**config.mk**
```make
export PLATFORM = sky130hd
export DESIGN_NAME = flat_json_string_tokenizer
export DESIGN_NICKNAME = d
export VERILOG_FILES = /design/src/rtl/core/fjst_pkg.sv /design/src/rtl/core/fjst_in_reg.sv /design/src/rtl/core/fjst_parser.sv /design/src/rtl/core/fjst_out_reg.sv /design/src/rtl/core/flat_json_string_tokenizer.sv
export SDC_FILE = /design/constraint.sdc
export NUM_CORES = 1
export LEC_CHECK = 0
export ABC_AREA = 0
export BUFFER_PORTS_ARGS = -buffer_cell sky130_fd_sc_hd__buf_2
export CELL_PAD_IN_SITES_DETAIL_PLACEMENT = 2
export CELL_PAD_IN_SITES_GLOBAL_PLACEMENT = 2
export CORE_ASPECT_RATIO = 1.2
export CORE_MARGIN = 3
export CORE_UTILIZATION = 35
export CTS_BUF_LIST = sky130_fd_sc_hd__clkbuf_2 sky130_fd_sc_hd__clkbuf_4 sky130_fd_sc_hd__clkbuf_8
export DETAILED_ROUTE_END_ITERATION = 8
export PLACE_DENSITY_LB_ADDON = 0.08
export SYNTH_ARGS = -nofsm -noshare
export SYNTH_HDL_FRONTEND = slang
export SYNTH_SLANG_ARGS = --single-unit
```
**constraint.sdc**
```tcl
create_clock -name aclk -period 2.85 [get_ports aclk]
set_input_delay 0.4275 -clock aclk [delete_from_list [all_inputs] [get_ports aclk]]
set_output_delay 0.4275 -clock aclk [all_outputs]
set_load 0.005 [all_outputs]
```
**src/rtl/core/fjst_pkg.sv**
```systemverilog
package fjst_pkg;

    // result kinds
    localparam logic [3:0] KIND_KEY_CHAR  = 4'd0;
    localparam logic [3:0] KIND_VAL_CHAR  = 4'd1;
    localparam logic [3:0] KIND_ELEM_CHAR = 4'd2;
    localparam logic [3:0] KIND_KEY_END   = 4'd3;
    localparam logic [3:0] KIND_VAL_END   = 4'd4;
    localparam logic [3:0] KIND_ELEM_END  = 4'd5;
    localparam logic [3:0] KIND_ARR_END   = 4'd6;
    localparam logic [3:0] KIND_ACCEPT    = 4'd7;
    localparam logic [3:0] KIND_REJECT    = 4'd8;

    // input actions
    localparam logic ACT_CHAR = 1'b0;
    localparam logic ACT_EOS  = 1'b1;

    // syntax characters
    localparam logic [7:0] CH_LBRACE = 8'h7B;
    localparam logic [7:0] CH_RBRACE = 8'h7D;
    localparam logic [7:0] CH_LBRACK = 8'h5B;
    localparam logic [7:0] CH_RBRACK = 8'h5D;
    localparam logic [7:0] CH_COLON  = 8'h3A;
    localparam logic [7:0] CH_COMMA  = 8'h2C;
    localparam logic [7:0] CH_QUOTE  = 8'h22;
    localparam logic [7:0] CH_BSLASH = 8'h5C;
    localparam logic [7:0] CH_LF     = 8'h0A;
    localparam logic [7:0] CH_TAB    = 8'h09;
    localparam logic [7:0] CH_CR     = 8'h0D;
    localparam logic [7:0] CH_SPACE  = 8'h20;
    localparam logic [7:0] CH_LOW_N  = 8'h6E;
    localparam logic [7:0] CH_LOW_T  = 8'h74;
    localparam logic [7:0] CH_LOW_R  = 8'h72;

    typedef struct packed {
        logic       action;
        logic [7:0] char_code;
    } fjst_item_t;

    typedef struct packed {
        logic       emit;
        logic [3:0] kind;
        logic [7:0] data;
    } fjst_res_t;

    function automatic logic is_ws(input logic [7:0] c);
        is_ws = (c >= CH_TAB && c <= CH_CR) || (c == CH_SPACE);
    endfunction

    function automatic logic [7:0] unescape(input logic [7:0] c);
        case (c)
            CH_LOW_N: unescape = CH_LF;
            CH_LOW_T: unescape = CH_TAB;
            CH_LOW_R: unescape = CH_CR;
            default:  unescape = c;
        endcase
    endfunction

endpackage

```
**src/rtl/core/fjst_in_reg.sv**
```systemverilog
module fjst_in_reg (
    input  logic                aclk,
    input  logic                aresetn,
    input  logic                s_valid,
    output logic                s_ready,
    input  logic                s_action,
    input  logic [7:0]          s_char_code,
    input  logic                take,
    output logic                item_valid,
    output fjst_pkg::fjst_item_t item
);

    logic                 valid_reg;
    logic                 valid_next;
    fjst_pkg::fjst_item_t item_reg;

    assign s_ready    = !valid_reg || take;
    assign item_valid = valid_reg;
    assign item       = item_reg;

    always_comb begin
        valid_next = valid_reg;
        if (s_valid && s_ready) begin
            valid_next = 1'b1;
        end else if (take) begin
            valid_next = 1'b0;
        end
    end

    always_ff @(posedge aclk) begin
        if (!aresetn) begin
            valid_reg <= 1'b0;
        end else begin
            valid_reg <= valid_next;
        end
    end

    always_ff @(posedge aclk) begin
        if (s_valid && s_ready) begin
            item_reg <= '{action: s_action, char_code: s_char_code};
        end
    end

endmodule

```
**src/rtl/core/fjst_parser.sv**
```systemverilog
module fjst_parser (
    input  logic                 aclk,
    input  logic                 aresetn,
    input  logic                 step_en,
    input  fjst_pkg::fjst_item_t item,
    output fjst_pkg::fjst_res_t  res
);

    typedef enum logic [13:0] {
        PH_SEEK_OPEN   = 14'h0001,
        PH_KEY_OR_END  = 14'h0002,
        PH_KEY         = 14'h0004,
        PH_KEY_ESC     = 14'h0008,
        PH_COLON       = 14'h0010,
        PH_VAL_START   = 14'h0020,
        PH_VAL         = 14'h0040,
        PH_VAL_ESC     = 14'h0080,
        PH_ELEM_OR_END = 14'h0100,
        PH_ELEM        = 14'h0200,
        PH_ELEM_ESC    = 14'h0400,
        PH_AFTER_ELEM  = 14'h0800,
        PH_AFTER_VAL   = 14'h1000,
        PH_DONE        = 14'h2000
    } phase_t;

    phase_t     phase_reg;
    phase_t     phase_next;
    logic [7:0] c;
    logic       ws;

    assign c  = item.char_code;
    assign ws = fjst_pkg::is_ws(c);

    always_comb begin
        phase_next = phase_reg;
        res        = '{emit: 1'b0, kind: fjst_pkg::KIND_REJECT, data: 8'h00};
        if (step_en) begin
            if (item.action == fjst_pkg::ACT_EOS) begin
                // re-arm; reject only if no verdict was given yet
                phase_next = PH_SEEK_OPEN;
                res.emit   = (phase_reg != PH_DONE);
            end else begin
                unique case (phase_reg)
                    PH_SEEK_OPEN: begin
                        if (!ws) begin
                            if (c == fjst_pkg::CH_LBRACE) begin
                                phase_next = PH_KEY_OR_END;
                            end else begin
                                phase_next = PH_DONE;
                                res.emit   = 1'b1;
                            end
                        end
                    end
                    PH_KEY_OR_END: begin
                        if (!ws) begin
                            if (c == fjst_pkg::CH_QUOTE) begin
                                phase_next = PH_KEY;
                            end else begin
                                phase_next = PH_DONE;
                                res.emit   = 1'b1;
                                if (c == fjst_pkg::CH_RBRACE) begin
                                    res.kind = fjst_pkg::KIND_ACCEPT;
                                end
                            end
                        end
                    end
                    PH_KEY: begin
                        if (c == fjst_pkg::CH_QUOTE) begin
                            phase_next = PH_COLON;
                            res        = '{1'b1, fjst_pkg::KIND_KEY_END, 8'h00};
                        end else if (c == fjst_pkg::CH_BSLASH) begin
                            phase_next = PH_KEY_ESC;
                        end else begin
                            res = '{1'b1, fjst_pkg::KIND_KEY_CHAR, c};
                        end
                    end
                    PH_KEY_ESC: begin
                        phase_next = PH_KEY;
                        res        = '{1'b1, fjst_pkg::KIND_KEY_CHAR, fjst_pkg::unescape(c)};
                    end
                    PH_COLON: begin
                        if (!ws) begin
                            if (c == fjst_pkg::CH_COLON) begin
                                phase_next = PH_VAL_START;
                            end else begin
                                phase_next = PH_DONE;
                                res.emit   = 1'b1;
                            end
                        end
                    end
                    PH_VAL_START: begin
                        if (!ws) begin
                            if (c == fjst_pkg::CH_QUOTE) begin
                                phase_next = PH_VAL;
                            end else if (c == fjst_pkg::CH_LBRACK) begin
                                phase_next = PH_ELEM_OR_END;
                            end else begin
                                phase_next = PH_DONE;
                                res.emit   = 1'b1;
                            end
                        end
                    end
                    PH_VAL: begin
                        if (c == fjst_pkg::CH_QUOTE) begin
                            phase_next = PH_AFTER_VAL;
                            res        = '{1'b1, fjst_pkg::KIND_VAL_END, 8'h00};
                        end else if (c == fjst_pkg::CH_BSLASH) begin
                            phase_next = PH_VAL_ESC;
                        end else begin
                            res = '{1'b1, fjst_pkg::KIND_VAL_CHAR, c};
                        end
                    end
                    PH_VAL_ESC: begin
                        phase_next = PH_VAL;
                        res        = '{1'b1, fjst_pkg::KIND_VAL_CHAR, fjst_pkg::unescape(c)};
                    end
                    PH_ELEM_OR_END, PH_AFTER_ELEM: begin
                        // empty array or trailing comma closes like a normal end
                        if (!ws) begin
                            if (c == fjst_pkg::CH_RBRACK) begin
                                phase_next = PH_AFTER_VAL;
                                res        = '{1'b1, fjst_pkg::KIND_ARR_END, 8'h00};
                            end else if (phase_reg == PH_ELEM_OR_END
                                         && c == fjst_pkg::CH_QUOTE) begin
                                phase_next = PH_ELEM;
                            end else if (phase_reg == PH_AFTER_ELEM
                                         && c == fjst_pkg::CH_COMMA) begin
                                phase_next = PH_ELEM_OR_END;
                            end else begin
                                phase_next = PH_DONE;
                                res.emit   = 1'b1;
                            end
                        end
                    end
                    PH_ELEM: begin
                        if (c == fjst_pkg::CH_QUOTE) begin
                            phase_next = PH_AFTER_ELEM;
                            res        = '{1'b1, fjst_pkg::KIND_ELEM_END, 8'h00};
                        end else if (c == fjst_pkg::CH_BSLASH) begin
                            phase_next = PH_ELEM_ESC;
                        end else begin
                            res = '{1'b1, fjst_pkg::KIND_ELEM_CHAR, c};
                        end
                    end
                    PH_ELEM_ESC: begin
                        phase_next = PH_ELEM;
                        res        = '{1'b1, fjst_pkg::KIND_ELEM_CHAR, fjst_pkg::unescape(c)};
                    end
                    PH_AFTER_VAL: begin
                        if (!ws) begin
                            if (c == fjst_pkg::CH_COMMA) begin
                                phase_next = PH_KEY_OR_END;
                            end else begin
                                phase_next = PH_DONE;
                                res.emit   = 1'b1;
                                if (c == fjst_pkg::CH_RBRACE) begin
                                    res.kind = fjst_pkg::KIND_ACCEPT;
                                end
                            end
                        end
                    end
                    default: begin
                        // verdict given: characters are dropped
                    end
                endcase
            end
        end
    end

    always_ff @(posedge aclk) begin
        if (!aresetn) begin
            phase_reg <= PH_SEEK_OPEN;
        end else begin
            phase_reg <= phase_next;
        end
    end

endmodule

```
**src/rtl/core/fjst_out_reg.sv**
```systemverilog
module fjst_out_reg (
    input  logic                aclk,
    input  logic                aresetn,
    input  logic                load,
    input  fjst_pkg::fjst_res_t res,
    output logic                free,
    output logic                m_valid,
    input  logic                m_ready,
    output logic [3:0]          m_kind,
    output logic [7:0]          m_decoded_char
);

    logic       valid_reg;
    logic       valid_next;
    logic [3:0] kind_reg;
    logic [7:0] data_reg;

    assign free           = !valid_reg || m_ready;
    assign m_valid        = valid_reg;
    assign m_kind         = kind_reg;
    assign m_decoded_char = data_reg;

    always_comb begin
        valid_next = valid_reg;
        if (load) begin
            valid_next = res.emit;
        end else if (m_ready) begin
            valid_next = 1'b0;
        end
    end

    always_ff @(posedge aclk) begin
        if (!aresetn) begin
            valid_reg <= 1'b0;
        end else begin
            valid_reg <= valid_next;
        end
    end

    always_ff @(posedge aclk) begin
        if (load && res.emit) begin
            kind_reg <= res.kind;
            data_reg <= res.data;
        end
    end

endmodule

```
**src/rtl/core/flat_json_string_tokenizer.sv**
```systemverilog
// channel   direction  ports                                  meaning
// s_        in         s_valid s_ready s_action s_char_code   byte or end of stream
// m_        out        m_valid m_ready m_kind m_decoded_char  token char, mark or verdict
//
// one byte per cycle sustained while m_ready is high: input register, parser, result register
// a byte passes the input register, then the result register; a byte may give no result
// aresetn (synchronous) returns the parser to seeking the opening brace
// a stalled result register holds the parser and, once the input register is full, s_ready
module flat_json_string_tokenizer (
    input  logic       aclk,
    input  logic       aresetn,
    input  logic       s_valid,
    output logic       s_ready,
    input  logic       s_action,
    input  logic [7:0] s_char_code,
    output logic       m_valid,
    input  logic       m_ready,
    output logic [3:0] m_kind,
    output logic [7:0] m_decoded_char
);

    logic                 item_valid;
    fjst_pkg::fjst_item_t item;
    fjst_pkg::fjst_res_t  res;
    logic                 out_free;
    logic                 step_en;

    assign step_en = item_valid && out_free;

    fjst_in_reg u_in (
        .aclk        (aclk),
        .aresetn     (aresetn),
        .s_valid     (s_valid),
        .s_ready     (s_ready),
        .s_action    (s_action),
        .s_char_code (s_char_code),
        .take        (step_en),
        .item_valid  (item_valid),
        .item        (item)
    );

    fjst_parser u_parser (
        .aclk    (aclk),
        .aresetn (aresetn),
        .step_en (step_en),
        .item    (item),
        .res     (res)
    );

    fjst_out_reg u_out (
        .aclk           (aclk),
        .aresetn        (aresetn),
        .load           (step_en),
        .res            (res),
        .free           (out_free),
        .m_valid        (m_valid),
        .m_ready        (m_ready),
        .m_kind         (m_kind),
        .m_decoded_char (m_decoded_char)
    );

endmodule

```
==> impl_results.md <==
- Setup crit end kind: flip-flop
- Initial antenna violation count: 0
- Antenna violation net count after detailed routing: 0
- # port buffers: 26
- H-tree lvl count: 2
- Max-cap violation count: 0
- Critical-path top delay cell: nor4_4
- CP max FO: 9
- Post-Syn Area: 0.002525 sq mm
- CTS Buf Count: 5
- Ys async rst share: 0%
- Post-DP HPWL: 6.564 mm
- Largest net degree at the start of global routing: 18
- Switch Pwr: 0.3052 mW
- Residual DRC: 0
- Worst-Skew Late Latency: 0.29 ns
- Final wirelength: 8.397 mm
- Register area: 950.9 sq um
- Prevailing post-synth register cell: edfxtp_1
- Setup crit start kind: flip-flop
- Worst-margin pin slew: 0.8939 ns
- Critical path's largest stage delay: 0.58 ns
- First-pass detailed-route iteration total: 4
- CTS tree: yes
- Die Wd: 83.54 microns
- WS Path Type: reg2reg
- Post-synth EDFFs: 21
- Sequential share of power: 48.9%
- Starting Density: 36.40%
- Slew Limit Fails: 0
- Yosys warns: 0
- Clock transition at path regs: 0.08 ns
- Area grow syn2layout: 13.13%
- Switching share of power: 24.87%
- Vias per inst: 5.900
- Pwr Density: 429.6 mW/mm^2
- Antenna Cells: 0
- Syn nets: 287
- Grt total ovfl: 0
- Fin crit period: 2.601 ns
- CTS resizes: 0
- Max Clock Skew: 0.008865 ns
- Drt wl/cell: 21.59 microns
- Hold-fix buffers, CTS: 0
- Int Power: 0.9219 mW
- Clock power share: 40.1%
- Initial DRC Count: 171
- Final TNS setup: 0 ns
- Number of synthesized register bits: 37
- Final Util: 41.18%
- Core Region: 0.006937 sq mm
- Number of global-route vias before repair: 2466
- Status: complete, no violations
- Pleak: 1.034 nW
- Power share of the combinational group: 11.0%
- Die area: 0.008273 sq mm
- Max Clk Rate: 384.5 MHz
- Die height: 99.04 microns
- Worst EP arrival: 2.83 ns
- Global-route wire length before repair: 13.86 mm
- VDD IR max: 189.8 uV
- Seq/Total Area, Yosys: 37.66%
- Max Root-Sink Buffers: 2
- Final Hold Viols: 0
- RSZ-0062 raised after global routing: false
- Final Cycle Share: 91.26%
- Core Rows: 33
- Final Setup Violations: 0
- Gpl congestion: 0.8571
- Layout cell share with drive strength beyond 1: 21.19%
- IO Pins: 27
- Cells along the critical path: nor4_4 -> nand4_1 -> and3_1 -> a41oi_2 -> buf_4 -> nand3_1 -> mux2i_1
- Multi-input gate area: 0.001434 sq mm
- Post-CTS setup buffer count: 0
- HP Class: in2reg
- GRT Resource Usage Total: 21.22%
- Syn_area_per_cell: 9.215 sq um
- Max reg flops: 14
- Total number of vias: 2295
- Worst EP required: 3.08 ns
- Post-synth cell types: 68
- FILL cells: 792
- Clk sinks: 37
- Net count, final: 314
- CTS Root Cell: clkbuf_8
- Cells after Synth: 274
- Rel. slew slack: 39.57%
layout by cell type (no fill, tap or decap), types with 6 or more instances in the layout:
master     n
nand2_1   38
dfxtp_1   16
mux2i_1   10
clkbuf_8   6
a21oi_1    9
buf_4     13
nor2_1    14
o21ai_0    6
edfxtp_1  21
nand3_1   19
nor2b_1    7
buf_2     26
nand4_1   10
and3_1     7
a31oi_1    7
nor4b_1   11
metal layers:
layer  vias to the layer above  share of wire (%)  global-route usage (%)
met5                         -                  0                       0
met4                         0                1.3                   5.693
met3                         8                2.0                   2.592
met2                        30                 52                   37.96
met1                      1155                 44                   26.99
li1                       1102                  -                       -
worst paths after layout:
check / start / to / slack (ns) / depth (start not counted)
min: s_char_code[5] / u_in.item[5] / 0.31 / 1
min reg2reg: u_in.item_valid / u_in.item_valid / 0.55 / 2
max: u_parser.phase_reg[1] / u_parser.phase_reg[10] / 0.25 / 7
max reg2reg: u_parser.phase_reg[1] / u_parser.phase_reg[10] / 0.25 / 7
worst max-delay path, delay by kind of cell, from the launching register on:
| family | cells | cell delay, ns |
|---|---|---|
| simple gates | 4 | 1.35 |
| mux | 1 | 0.15 |
| buf+inv | 1 | 0.23 |
| flops | 1 | 0.40 |
| compound gates | 1 | 0.40 |
power groups by stage:
stage	Combinational, mW	Clock [mW]	Sequential, mW
5_1_grt	0.150	0.522	0.603
3_3_place_gp	0.133	0	0.611
6_report	0.135	0.492	0.600
3_5_place_dp	0.136	0	0.612
2_1_floorplan	0.0989	0	0.603
4_1_cts	0.137	0.510	0.600
metrics by stage:
step                hold WS (ns)  total power [mW]  instances  setup slack (ns)  area (sq um)
global placement          0.5225            0.7445        381            0.3165          2736
CTS                       0.2982             1.247        389            0.2486          2856
finish                    0.3121             1.227        389            0.2491          2856
floorplan                 0.4872            0.7017        274            0.2658          2525
global route              0.2983             1.275        389           0.03412          2856
detailed placement        0.5322            0.7483        381            0.2560          2736
final cells by class:
cell class,count,share of cell area (%)
clock buffer,6,2.891
inverter,4,0.5256
sequential,37,33.29
multi-input combinational,214,50.20
tap,87,3.811
clock inverter,2,1.314
timing repair buffer,39,7.972
synthesized netlist by cell type (3+ instances only):
master | count | share of area [%]
nand2_1 | 38 | 5.6
edfxtp_1 | 21 | 25
nand3_1 | 19 | 3.8
dfxtp_1 | 16 | 13
nor2_1 | 14 | 2.1
nor4b_1 | 11 | 3.8
mux2i_1 | 10 | 4.0
nand4_1 | 10 | 2.5
a21oi_1 | 9 | 1.8
clkbuf_1 | 8 | 1.2
a31oi_1 | 7 | 1.7
and3_1 | 7 | 1.7
nor2b_1 | 7 | 1.7
o21ai_0 | 6 | 1.2
and2_1 | 4 | 0.99
buf_2 | 4 | 0.79
buf_6 | 4 | 1.8
inv_1 | 4 | 0.59
nand2b_1 | 4 | 0.99
nor3_1 | 4 | 0.79
and4_1 | 3 | 1.0
nand4b_1 | 3 | 1.0
nor4_1 | 3 | 0.74
o21ai_1 | 3 | 0.59
logic make-up after synthesis:
logic type	Yosys count	synth area share [%]
mux	10	3.964
simple gates	148	35.78
flops	37	37.66
compound gates	53	16.01
buf+inv	23	5.549
xor+xnor	3	1.041
No activity file was read; power rests on OpenSTA's default activity.
